## src/tot_pkg.sv

```systemverilog
package tot_pkg;

    localparam int MAX_HOUR_DIGITS_DEF = 6;
    localparam int FRACTION_DIGITS_DEF = 3;
    localparam int QUEUE_DEPTH_DEF     = 2;

    localparam int HOURS_W  = 20;
    localparam int FRAC_W   = 10;
    localparam int FCNT_W   = 2;
    localparam int SECS_W   = 32;
    localparam int MS_W     = 10;
    localparam int NS_W     = 62;
    localparam int OFFSET_W = 63;

    localparam logic [11:0] SEC_PER_HOUR = 12'd3600;
    localparam logic [5:0]  SEC_PER_MIN  = 6'd60;
    localparam logic [29:0] NS_PER_S     = 30'd1000000000;
    localparam logic [19:0] NS_PER_MS    = 20'd1000000;

    typedef enum logic [1:0] {
        ST_VALID   = 2'd0,
        ST_AUTO    = 2'd1,
        ST_SYNTAX  = 2'd2,
        ST_NEGZERO = 2'd3
    } t_status;

    // One parsed string, as handed from the parser to the arithmetic side.
    typedef struct packed {
        t_status             kind;
        logic                neg;
        logic [HOURS_W-1:0]  hours;
        logic [5:0]          minutes;
        logic [5:0]          seconds;
        logic [FRAC_W-1:0]   frac;
        logic [FCNT_W-1:0]   frac_digits;
    } t_job;

    typedef struct packed {
        logic push;
        t_job job;
    } t_q_wr;

    typedef struct packed {
        logic full;
        logic empty;
        t_job job;
    } t_q_rd;

    // Scale that right-pads a fraction of the given digit count to milliseconds.
    function automatic logic [6:0] frac_scale(input logic [FCNT_W-1:0] digits);
        logic [6:0] s;
        case (digits)
            2'd1:    s = 7'd100;
            2'd2:    s = 7'd10;
            default: s = 7'd1;
        endcase
        return s;
    endfunction

endpackage

```

## src/tot_in_if.sv

```systemverilog
interface tot_in_if;
    logic       valid;
    logic       ready;
    logic [7:0] text_char;
    logic       last_char;

    modport source (output valid, output text_char, output last_char, input ready);
    modport sink   (input valid, input text_char, input last_char, output ready);
endinterface

```

## src/tot_out_if.sv

```systemverilog
interface tot_out_if;
    logic               valid;
    logic               ready;
    logic [1:0]         status;
    logic signed [62:0] nano_offset;

    modport source (output valid, output status, output nano_offset, input ready);
    modport sink   (input valid, input status, input nano_offset, output ready);
endinterface

```

## src/tot_front.sv

```systemverilog
module tot_front
    import tot_pkg::*;
#(
    parameter int MAX_HOUR_DIGITS = MAX_HOUR_DIGITS_DEF,
    parameter int FRACTION_DIGITS = FRACTION_DIGITS_DEF
) (
    input  logic       i_clk,
    input  logic       i_rst_n,
    input  logic       i_valid,
    output logic       o_ready,
    input  logic [7:0] i_text_char,
    input  logic       i_last_char,
    input  logic       i_full,
    output t_q_wr      o_wr
);

    localparam int CNT_W = $clog2(MAX_HOUR_DIGITS + 1);

    localparam logic [7:0] CH_MINUS = 8'h2D;
    localparam logic [7:0] CH_DOT   = 8'h2E;
    localparam logic [7:0] CH_ZERO  = 8'h30;
    localparam logic [7:0] CH_FIVE  = 8'h35;
    localparam logic [7:0] CH_NINE  = 8'h39;
    localparam logic [7:0] CH_COLON = 8'h3A;
    localparam logic [7:0] CH_A     = 8'h61;
    localparam logic [7:0] CH_O     = 8'h6F;
    localparam logic [7:0] CH_T     = 8'h74;
    localparam logic [7:0] CH_U     = 8'h75;

    typedef enum logic [3:0] {
        P_START, P_SIGN, P_HOURS, P_MIN0, P_MIN1, P_COLON2, P_SEC0,
        P_SEC1, P_SECEND, P_FRAC, P_AU1, P_AU2, P_AU3, P_AUTO
    } t_phase;

    t_phase             r_phase, n_phase;
    logic               r_neg, n_neg;
    logic [HOURS_W-1:0] r_hours, n_hours;
    logic [5:0]         r_min, n_min;
    logic [5:0]         r_sec, n_sec;
    logic [CNT_W-1:0]   r_count, n_count;
    logic [FRAC_W-1:0]  r_frac, n_frac;
    logic               r_failed, n_failed;

    logic       is_dig, is_dig05, ok, accept;
    logic [3:0] d;

    assign o_ready  = !i_full;
    assign accept   = i_valid && o_ready;
    assign is_dig   = (i_text_char >= CH_ZERO) && (i_text_char <= CH_NINE);
    assign is_dig05 = (i_text_char >= CH_ZERO) && (i_text_char <= CH_FIVE);
    assign d        = is_dig ? i_text_char[3:0] : 4'd0;

    always_comb begin
        n_phase  = r_phase;
        n_neg    = r_neg;
        n_hours  = r_hours;
        n_min    = r_min;
        n_sec    = r_sec;
        n_count  = r_count;
        n_frac   = r_frac;
        ok       = 1'b0;
        unique case (r_phase)
            P_START: begin
                if (i_text_char == CH_MINUS) begin
                    n_neg = 1'b1; n_phase = P_SIGN; ok = 1'b1;
                end else if (i_text_char == CH_A) begin
                    n_phase = P_AU1; ok = 1'b1;
                end else if (is_dig) begin
                    n_hours = HOURS_W'(d); n_count = CNT_W'(1); n_phase = P_HOURS; ok = 1'b1;
                end
            end
            P_SIGN: begin
                if (is_dig) begin
                    n_hours = HOURS_W'(d); n_count = CNT_W'(1); n_phase = P_HOURS; ok = 1'b1;
                end
            end
            P_HOURS: begin
                if (is_dig && (r_count < CNT_W'(MAX_HOUR_DIGITS))) begin
                    n_hours = HOURS_W'((HOURS_W + 4)'(r_hours) * (HOURS_W + 4)'(10)
                              + (HOURS_W + 4)'(d));
                    n_count = r_count + CNT_W'(1);
                    ok      = 1'b1;
                end else if ((i_text_char == CH_COLON) && (r_count >= CNT_W'(2))) begin
                    n_phase = P_MIN0; ok = 1'b1;
                end
            end
            P_MIN0: begin
                if (is_dig05) begin
                    n_min = 6'(d) * 6'd10; n_phase = P_MIN1; ok = 1'b1;
                end
            end
            P_MIN1: begin
                if (is_dig) begin
                    n_min = r_min + 6'(d); n_phase = P_COLON2; ok = 1'b1;
                end
            end
            P_COLON2: begin
                if (i_text_char == CH_COLON) begin
                    n_phase = P_SEC0; ok = 1'b1;
                end
            end
            P_SEC0: begin
                if (is_dig05) begin
                    n_sec = 6'(d) * 6'd10; n_phase = P_SEC1; ok = 1'b1;
                end
            end
            P_SEC1: begin
                if (is_dig) begin
                    n_sec = r_sec + 6'(d); n_phase = P_SECEND; ok = 1'b1;
                end
            end
            P_SECEND: begin
                if (i_text_char == CH_DOT) begin
                    n_count = '0; n_frac = '0; n_phase = P_FRAC; ok = 1'b1;
                end
            end
            P_FRAC: begin
                if (is_dig && (r_count < CNT_W'(FRACTION_DIGITS))) begin
                    n_frac  = FRAC_W'((FRAC_W + 4)'(r_frac) * (FRAC_W + 4)'(10)
                              + (FRAC_W + 4)'(d));
                    n_count = r_count + CNT_W'(1);
                    ok      = 1'b1;
                end
            end
            P_AU1: begin
                if (i_text_char == CH_U) begin
                    n_phase = P_AU2; ok = 1'b1;
                end
            end
            P_AU2: begin
                if (i_text_char == CH_T) begin
                    n_phase = P_AU3; ok = 1'b1;
                end
            end
            P_AU3: begin
                if (i_text_char == CH_O) begin
                    n_phase = P_AUTO; ok = 1'b1;
                end
            end
            default: ok = 1'b0;
        endcase
        // Once the pattern is broken, the rest of the string is ignored.
        if (r_failed) begin
            n_phase = r_phase;
            n_neg   = r_neg;
            n_hours = r_hours;
            n_min   = r_min;
            n_sec   = r_sec;
            n_count = r_count;
            n_frac  = r_frac;
        end
        n_failed = r_failed || !ok;
    end

    always_comb begin
        o_wr.push            = accept && i_last_char;
        o_wr.job.neg         = n_neg;
        o_wr.job.hours       = n_hours;
        o_wr.job.minutes     = n_min;
        o_wr.job.seconds     = n_sec;
        o_wr.job.frac        = (n_phase == P_FRAC) ? n_frac : '0;
        o_wr.job.frac_digits = FCNT_W'(n_count);
        if (n_failed) begin
            o_wr.job.kind = ST_SYNTAX;
        end else if (n_phase == P_AUTO) begin
            o_wr.job.kind = ST_AUTO;
        end else if ((n_phase == P_SECEND) || ((n_phase == P_FRAC) && (n_count != '0))) begin
            o_wr.job.kind = ST_VALID;
        end else begin
            o_wr.job.kind = ST_SYNTAX;
        end
    end

    always_ff @(posedge i_clk) begin
        if (!i_rst_n || (accept && i_last_char)) begin
            r_phase  <= P_START;
            r_neg    <= 1'b0;
            r_hours  <= '0;
            r_min    <= '0;
            r_sec    <= '0;
            r_count  <= '0;
            r_frac   <= '0;
            r_failed <= 1'b0;
        end else if (accept) begin
            r_phase  <= n_phase;
            r_neg    <= n_neg;
            r_hours  <= n_hours;
            r_min    <= n_min;
            r_sec    <= n_sec;
            r_count  <= n_count;
            r_frac   <= n_frac;
            r_failed <= n_failed;
        end
    end

endmodule

```

## src/tot_queue.sv

```systemverilog
module tot_queue
    import tot_pkg::*;
#(
    parameter int DEPTH = QUEUE_DEPTH_DEF
) (
    input  logic  i_clk,
    input  logic  i_rst_n,
    input  t_q_wr i_wr,
    input  logic  i_pop,
    output t_q_rd o_rd
);

    localparam int PTR_W = $clog2(DEPTH);
    localparam int CNT_W = $clog2(DEPTH + 1);

    t_job             r_mem [DEPTH];
    logic [PTR_W-1:0] r_wr_ptr, r_rd_ptr;
    logic [CNT_W-1:0] r_count;
    logic             do_push, do_pop;

    assign o_rd.full  = (r_count == CNT_W'(DEPTH));
    assign o_rd.empty = (r_count == '0);
    assign o_rd.job   = r_mem[r_rd_ptr];
    assign do_push    = i_wr.push && !o_rd.full;
    assign do_pop     = i_pop && !o_rd.empty;

    always_ff @(posedge i_clk) begin
        if (do_push) begin
            r_mem[r_wr_ptr] <= i_wr.job;
        end
    end

    always_ff @(posedge i_clk) begin
        if (!i_rst_n) begin
            r_wr_ptr <= '0;
            r_rd_ptr <= '0;
            r_count  <= '0;
        end else begin
            if (do_push) begin
                r_wr_ptr <= (r_wr_ptr == PTR_W'(DEPTH - 1)) ? '0 : r_wr_ptr + PTR_W'(1);
            end
            if (do_pop) begin
                r_rd_ptr <= (r_rd_ptr == PTR_W'(DEPTH - 1)) ? '0 : r_rd_ptr + PTR_W'(1);
            end
            if (do_push && !do_pop) begin
                r_count <= r_count + CNT_W'(1);
            end else if (do_pop && !do_push) begin
                r_count <= r_count - CNT_W'(1);
            end
        end
    end

endmodule

```

## src/tot_back.sv

```systemverilog
module tot_back
    import tot_pkg::*;
(
    input  logic              i_clk,
    input  logic              i_rst_n,
    input  t_q_rd             i_rd,
    output logic              o_pop,
    output logic              o_valid,
    input  logic              i_ready,
    output t_status           o_status,
    output logic signed [OFFSET_W-1:0] o_nano_offset
);

    typedef enum logic [2:0] {S_IDLE, S_MUL1, S_MUL2, S_SUM, S_FIN} t_state;

    t_state                      r_state;
    t_job                        r_job;
    logic [SECS_W-1:0]           r_secs;
    logic [MS_W-1:0]             r_ms;
    logic [NS_W-1:0]             r_ns_s;
    logic [NS_W-1:0]             r_ns_ms;
    logic [NS_W-1:0]             r_sum;
    logic                        r_out_valid;
    t_status                     r_out_status;
    logic signed [OFFSET_W-1:0]  r_out_offset;
    logic                        out_free;

    assign out_free      = !r_out_valid || i_ready;
    assign o_pop         = (r_state == S_IDLE) && !i_rd.empty;
    assign o_valid       = r_out_valid;
    assign o_status      = r_out_status;
    assign o_nano_offset = r_out_offset;

    always_ff @(posedge i_clk) begin
        if (!i_rst_n) begin
            r_state     <= S_IDLE;
            r_out_valid <= 1'b0;
        end else begin
            // The final step reloads the output register itself when it is taken.
            if (r_out_valid && i_ready && (r_state != S_FIN)) begin
                r_out_valid <= 1'b0;
            end
            unique case (r_state)
                S_IDLE: begin
                    if (!i_rd.empty) begin
                        r_job   <= i_rd.job;
                        r_state <= S_MUL1;
                    end
                end
                S_MUL1: begin
                    r_secs  <= SECS_W'(r_job.hours) * SECS_W'(SEC_PER_HOUR)
                             + SECS_W'(r_job.minutes) * SECS_W'(SEC_PER_MIN)
                             + SECS_W'(r_job.seconds);
                    r_ms    <= MS_W'(MS_W'(r_job.frac) * MS_W'(frac_scale(r_job.frac_digits)));
                    r_state <= S_MUL2;
                end
                S_MUL2: begin
                    r_ns_s  <= NS_W'(r_secs) * NS_W'(NS_PER_S);
                    r_ns_ms <= NS_W'(r_ms) * NS_W'(NS_PER_MS);
                    r_state <= S_SUM;
                end
                S_SUM: begin
                    r_sum   <= r_ns_s + r_ns_ms;
                    r_state <= S_FIN;
                end
                S_FIN: begin
                    if (out_free) begin
                        r_out_valid <= 1'b1;
                        r_state     <= S_IDLE;
                        if (r_job.kind != ST_VALID) begin
                            r_out_status <= r_job.kind;
                            r_out_offset <= '0;
                        end else if (r_job.neg && (r_sum == '0)) begin
                            r_out_status <= ST_NEGZERO;
                            r_out_offset <= '0;
                        end else if (r_job.neg) begin
                            r_out_status <= ST_VALID;
                            r_out_offset <= -$signed(OFFSET_W'(r_sum));
                        end else begin
                            r_out_status <= ST_VALID;
                            r_out_offset <= $signed(OFFSET_W'(r_sum));
                        end
                    end
                end
                default: r_state <= S_IDLE;
            endcase
        end
    end

`ifndef NO_ASSERTIONS
    a_zero_unless_valid: assert property (@(posedge i_clk) disable iff (!i_rst_n)
        (r_out_valid && (r_out_status != ST_VALID)) |-> (r_out_offset == '0))
        else $error("nonzero offset with a non-valid status");
    a_fin_after_sum: assert property (@(posedge i_clk) disable iff (!i_rst_n)
        ((r_state == S_FIN) && ($past(r_state) != S_FIN)) |-> ($past(r_state) == S_SUM))
        else $error("final step entered without the sum step");
    a_result_from_fin: assert property (@(posedge i_clk) disable iff (!i_rst_n)
        (r_out_valid && !$past(r_out_valid)) |-> ($past(r_state) == S_FIN))
        else $error("result appeared outside the final step");
    a_sign_of_result: assert property (@(posedge i_clk) disable iff (!i_rst_n)
        $rose(r_out_valid) |-> ((r_out_status != ST_VALID) || (r_out_offset == '0)
            || (r_out_offset[OFFSET_W-1] == r_job.neg)))
        else $error("result sign does not follow the parsed sign");
`endif

endmodule

```

## src/time_offset_text_parser.sv

```systemverilog
// Parses a time offset string, one character per word, into a status and a signed
// nanosecond offset. The string is either "auto" or [-]HH:MM:SS[.mmm], with the final
// character flagged by last_char; one result word follows each flagged character. The
// parser takes a character in every cycle while its job queue (QUEUE_DEPTH strings) has
// room. The arithmetic side takes one string at a time through its steps (load, the seconds
// sum with the fraction scaling, the multiply by the nanosecond constants, a 62-bit add and
// the final sign step, which waits until the output register is free) and holds the result
// in that output register until it is taken.
module time_offset_text_parser
    import tot_pkg::*;
#(
    parameter int MAX_HOUR_DIGITS = MAX_HOUR_DIGITS_DEF,
    parameter int FRACTION_DIGITS = FRACTION_DIGITS_DEF,
    parameter int QUEUE_DEPTH     = QUEUE_DEPTH_DEF
) (
    input  logic i_clk,
    input  logic i_rst_n,
    tot_in_if.sink    i_in,
    tot_out_if.source o_out
);

    t_q_wr   wr;
    t_q_rd   rd;
    logic    pop;
    t_status status;

    tot_front #(
        .MAX_HOUR_DIGITS(MAX_HOUR_DIGITS),
        .FRACTION_DIGITS(FRACTION_DIGITS)
    ) u_front (
        .i_clk       (i_clk),
        .i_rst_n     (i_rst_n),
        .i_valid     (i_in.valid),
        .o_ready     (i_in.ready),
        .i_text_char (i_in.text_char),
        .i_last_char (i_in.last_char),
        .i_full      (rd.full),
        .o_wr        (wr)
    );

    tot_queue #(
        .DEPTH(QUEUE_DEPTH)
    ) u_queue (
        .i_clk   (i_clk),
        .i_rst_n (i_rst_n),
        .i_wr    (wr),
        .i_pop   (pop),
        .o_rd    (rd)
    );

    tot_back u_back (
        .i_clk         (i_clk),
        .i_rst_n       (i_rst_n),
        .i_rd          (rd),
        .o_pop         (pop),
        .o_valid       (o_out.valid),
        .i_ready       (o_out.ready),
        .o_status      (status),
        .o_nano_offset (o_out.nano_offset)
    );

    assign o_out.status = status;

endmodule
```

## src/flat_wrapper.sv

```systemverilog
// flat-port wrapper written by rule: the top's interface ports become plain ports
module time_offset_text_parser_flat import tot_pkg::*;
#(
    parameter int MAX_HOUR_DIGITS = MAX_HOUR_DIGITS_DEF,
    parameter int FRACTION_DIGITS = FRACTION_DIGITS_DEF,
    parameter int QUEUE_DEPTH     = QUEUE_DEPTH_DEF
)
  (i_clk, i_rst_n, i_in_valid, i_in_text_char, i_in_last_char, i_in_ready, o_out_valid, o_out_status, o_out_nano_offset, o_out_ready);
  tot_in_if i_in_i ();
  tot_out_if o_out_i ();
  input  logic i_clk;
  input  logic i_rst_n;
  input wire logic [$bits(i_in_i.valid)-1:0] i_in_valid;
  input wire logic [$bits(i_in_i.text_char)-1:0] i_in_text_char;
  input wire logic [$bits(i_in_i.last_char)-1:0] i_in_last_char;
  output wire logic [$bits(i_in_i.ready)-1:0] i_in_ready;
  output wire logic [$bits(o_out_i.valid)-1:0] o_out_valid;
  output wire logic [$bits(o_out_i.status)-1:0] o_out_status;
  output wire logic [$bits(o_out_i.nano_offset)-1:0] o_out_nano_offset;
  input wire logic [$bits(o_out_i.ready)-1:0] o_out_ready;
  assign i_in_i.valid = i_in_valid;
  assign i_in_i.text_char = i_in_text_char;
  assign i_in_i.last_char = i_in_last_char;
  assign i_in_ready = i_in_i.ready;
  assign o_out_valid = o_out_i.valid;
  assign o_out_status = o_out_i.status;
  assign o_out_nano_offset = o_out_i.nano_offset;
  assign o_out_i.ready = o_out_ready;
  time_offset_text_parser #(.MAX_HOUR_DIGITS(MAX_HOUR_DIGITS), .FRACTION_DIGITS(FRACTION_DIGITS), .QUEUE_DEPTH(QUEUE_DEPTH)) u_core (.i_clk(i_clk), .i_rst_n(i_rst_n), .i_in(i_in_i), .o_out(o_out_i));
endmodule
```

## config.mk

```make
export PLATFORM = sky130hd
export DESIGN_NAME = time_offset_text_parser_flat
export DESIGN_NICKNAME = d
export VERILOG_FILES = /design/src/tot_pkg.sv /design/src/tot_in_if.sv /design/src/tot_out_if.sv /design/src/tot_front.sv /design/src/tot_queue.sv /design/src/tot_back.sv /design/src/time_offset_text_parser.sv /design/src/flat_wrapper.sv
export SDC_FILE = /design/constraint.sdc
export NUM_CORES = 2
export LEC_CHECK = 0
export BUFFER_PORTS_ARGS = -buffer_cell sky130_fd_sc_hd__buf_2
export CORE_MARGIN = 1
export CORE_UTILIZATION = 32
export DETAILED_ROUTE_END_ITERATION = 10
export PLACE_DENSITY = 0.57
export RECOVER_POWER = 25
export SYNTH_ARGS = -nofsm -noshare
export SYNTH_HDL_FRONTEND = slang
export SYNTH_HIERARCHICAL = 1
export SYNTH_SLANG_ARGS = --single-unit
```

## constraint.sdc

```tcl
create_clock -name i_clk -period 9.1 [get_ports i_clk]
set_clock_uncertainty 0.05 [all_clocks]
set_input_delay 0.455 -clock i_clk [delete_from_list [all_inputs] [get_ports i_clk]]
set_output_delay 0.455 -clock i_clk [all_outputs]
set_load 0.05 [all_outputs]
```

==> impl_metrics.yaml <==
sta:
  fmax_mhz: 135
  timing.final.hold_violations: 0
  fin_setup_tns_ns: 0
  relSlewSlack_pct: -98.5
  setup-violations-final: 0
  worst_pin_slew_ns: 2.98
  rsz0062_at_grt: "no"
  timing_max_transition_violations_final: 173
  final_period_minus_worst_setup_slack_ns: 7.41
  min_period_over_period_pct: 81.4
logic_synthesis:
  netlist_top_cells_area: "sky130_fd_sc_hd__edfxtp_1 (27%), sky130_fd_sc_hd__fa_1 (20%), sky130_fd_sc_hd__ha_1 (17%)"
  synth-edff-count: 375
  synth.largest_area_cell: "sky130_fd_sc_hd__edfxtp_1"
  ys.warnings.count: 6
  syn_avg_cell_area_um2: 10.6
  postSynth.asyncResetShare_pct: 0
  synth_commonest_cells: "sky130_fd_sc_hd__inv_1 (666), sky130_fd_sc_hd__ha_1 (544), sky130_fd_sc_hd__fa_1 (403), sky130_fd_sc_hd__edfxtp_1 (375), sky130_fd_sc_hd__nor2_1 (242)"
  synth.lib_cells_used.distinct: 94
  netlist_area_mm2: 0.0412
  syn_inst: 3876
  yosys.cell_count.top_type: "sky130_fd_sc_hd__inv_1"
  synth-seq-area-share_pct: 30.2
  synthFlopType: "sky130_fd_sc_hd__edfxtp_1"
  synth_largest_type_area_fraction_pct: 27.3
  ys_ff_latch: 435
layout:
  final_net_count: 4895
  drive_above_1_share_pct: 4.86
  n_antenna_cell: 0
  syn2layout_area_growth_pct: 8.87
floorplanning:
  std_cell_rows: 131
  die-width_um: 361
  starting_density_pct: 32.3
  floorplan_die_area_mm2: 0.130
  io_pins: 80
  floorplan.core_area_mm2: 0.128
  die_height_um: 361
route:
  detail_route.first_pass.iterations: 7
  drc: 0
  detailedRoute.firstIterationViolations: 1269
  detail_route.wirelength_mm: 85.9
  route.detailed.wl_per_inst_um: 15.2
  detail_route.vias_per_cell: 4.67
  route.vias.total: 26300
  route.antenna.remaining_nets: 0
cts:
  clock_sink_count: 435
  clock_tree.buffer_depth: 3
  post-cts-setup-buffers: 0
  cts-buffers-inserted: 48
  postCtsResizedCells: 0
  postCtsHoldBufs: 0
  path_clk_slew_ns: 0.06
  cts_max_level: 2
  cts_tree: "yes"
  worstSkewPairLatency_ns: 0.60
  cts-root-buf: "sky130_fd_sc_hd__clkbuf_16"
worst_setup_path:
  crit_family: "adder cells"
  critical-path-slowest-cell: "sky130_fd_sc_hd__fa_1"
  worstPathMaxFanout: 8
  endpoint_kind: "flop"
  critical_path.most_common_cell: "sky130_fd_sc_hd__fa_1"
  startpoint_type: "flop"
  crit_path_max_incr_delay_ns: 0.59
  critical_path.cell_chain: "inv_1 > fa_1 > fa_1 > fa_1 > fa_1 > fa_1 > inv_1 > fa_1 > inv_1 > fa_1 > inv_1 > ha_1 > a21oi_1 > o21a_1 > and3b_1 > o31a_1 > a31oi_1 > o31ai_1 > a311o_1 > a21oi_1 > xnor2_1"
  critical_path_arrival_ns: 7.69
  worstPathRequired_ns: 9.38
  cp_num_buf_inv: 4
  critPathKind: "reg2reg"
outcome:
  violations_in_the_final_reports: "max-capacitance violations, max-slew violations"
  run_status: "finished, violations left"
global_routing:
  gr-total-overflow: 0
  antenna_found_initial: 0
  pin_count_of_the_biggest_net_entering_global_routing: 79
  grt_pass1_vias: 26600
  globalRouteTotalUtil_pct: 13.3
  grt_first_pass_wirelength_mm: 141
placed_design:
  dp.final_hpwl_mm: 70.8
  io_buffers: 73
  finalWeightedCongestion: 0.882
hold_path:
  min-delay-path-class: "in2reg"
job:
  cap_viol_max_count: 4
## tightest hold or removal path, delay by kind of cell
kind,cells,cell delay [ns]
buf+inv,2,0.25
compound gates,1,0.05
## cells in the final DEF, fill, tap and decap left out, types with 8 or more instances in the layout
cell type / count
sky130_fd_sc_hd__inv_1: 666
sky130_fd_sc_hd__ha_1: 544
sky130_fd_sc_hd__fa_1: 403
sky130_fd_sc_hd__edfxtp_1: 375
sky130_fd_sc_hd__nor2_1: 241
sky130_fd_sc_hd__nand2_1: 206
sky130_fd_sc_hd__a21oi_1: 170
sky130_fd_sc_hd__xnor2_1: 164
sky130_fd_sc_hd__o21ai_0: 125
sky130_fd_sc_hd__xor2_1: 125
sky130_fd_sc_hd__clkbuf_1: 72
sky130_fd_sc_hd__dfxtp_1: 60
sky130_fd_sc_hd__a21o_1: 56
sky130_fd_sc_hd__nand3_1: 55
sky130_fd_sc_hd__clkbuf_16: 48
sky130_fd_sc_hd__nor3_1: 47
sky130_fd_sc_hd__mux2_2: 44
sky130_fd_sc_hd__nor2b_1: 32
sky130_fd_sc_hd__o31ai_1: 31
sky130_fd_sc_hd__a31oi_1: 29
sky130_fd_sc_hd__o21a_1: 28
sky130_fd_sc_hd__o21bai_1: 27
sky130_fd_sc_hd__and2_1: 26
sky130_fd_sc_hd__nand4_1: 25
sky130_fd_sc_hd__nand2b_1: 25
sky130_fd_sc_hd__and3_1: 21
sky130_fd_sc_hd__a211oi_1: 20
sky130_fd_sc_hd__or4_1: 14
sky130_fd_sc_hd__a22oi_1: 14
sky130_fd_sc_hd__buf_4: 14
sky130_fd_sc_hd__buf_2: 13
sky130_fd_sc_hd__o211ai_1: 13
sky130_fd_sc_hd__nor4_1: 13
sky130_fd_sc_hd__or2_2: 12
sky130_fd_sc_hd__or3_1: 12
sky130_fd_sc_hd__clkinv_2: 10
sky130_fd_sc_hd__o41ai_1: 8
## path summary, 6_finish.rpt
kind | startpoint | end | depth (start not counted) | slack (ns)
worst max-delay path | u_core/u_back/r_secs[2]$_DFFE_PP_ | u_core/u_back/r_ns_s[60]$_DFFE_PP_ | 21 | 1.69
worst min-delay path | i_rst_n | u_core/u_back/r_state[0]$_SDFFE_PN0P_ | 3 | 0.17
worst max register to register | u_core/u_back/r_secs[2]$_DFFE_PP_ | u_core/u_back/r_ns_s[60]$_DFFE_PP_ | 21 | 1.69
worst min register to register | u_core/u_back/r_ns_ms[6]$_DFFE_PP_ | u_core/u_back/r_sum[6]$_DFFE_PP_ | 0 | 0.39
## routing by layer
layer	GRT usage, %	part of all wire [%]
met5	0	0
met4	2.14	1.2
met3	2.56	5.1
met2	20.9	44
met1	19.1	50
## state kept, by name (all words and copies together), names as in the netlist, 20 cells and up, named ones only
register	count
u_core/u_back/o_nano_offset	57
u_core/u_queue/r_mem	94
u_core/u_back/r_job	47
u_core/u_back/r_secs	32
u_core/u_back/r_ns_s	53
u_core/u_front/r_hours	20
u_core/u_back/r_sum	56
u_core/u_back/r_ns_ms	24
## metrics by stage
| step | std cells | util, % | area, µm² | hold WS, ns | setup slack [ns] |
|---|---|---|---|---|---|
| after floorplan | 3881 | - | 41300 | 0.350 | 2.23 |
| after global placement | 5547 | 34.0 | 43500 | 0.356 | 1.79 |
| after detailed placement | 5547 | 34.0 | 43500 | 0.379 | 1.73 |
| after CTS | 5635 | 35.2 | 45000 | 0.129 | 1.68 |
| after global routing | 5635 | 35.2 | 44900 | 0.163 | 1.38 |
| final | 5635 | 35.2 | 44900 | 0.166 | 1.69 |
## area by class of cell
class / count / area [µm²]
Multi-Input combinational cell: 2692 / 25900
Clock inverter: 29 / 275
Inverter: 668 / 2510
Timing Repair Buffer: 90 / 407
Tap cell: 1662 / 2080
Clock buffer: 59 / 1260
Fill cell: 12700 / 82800
Sequential cell: 435 / 12500
## kinds of logic after synthesis
family | share of synthesized area (%)
other cells | 0.00909
mux | 1.48
fa+ha+maj | 36.2
compound gates | 9.61
xor+xnor | 6.22
flops | 30.2
buf+inv | 7.12
simple gates | 9.16
Power is left out: the tool's default activity adds up to more than one toggle a clock period on the data nets, which glitch-free logic cannot reach.
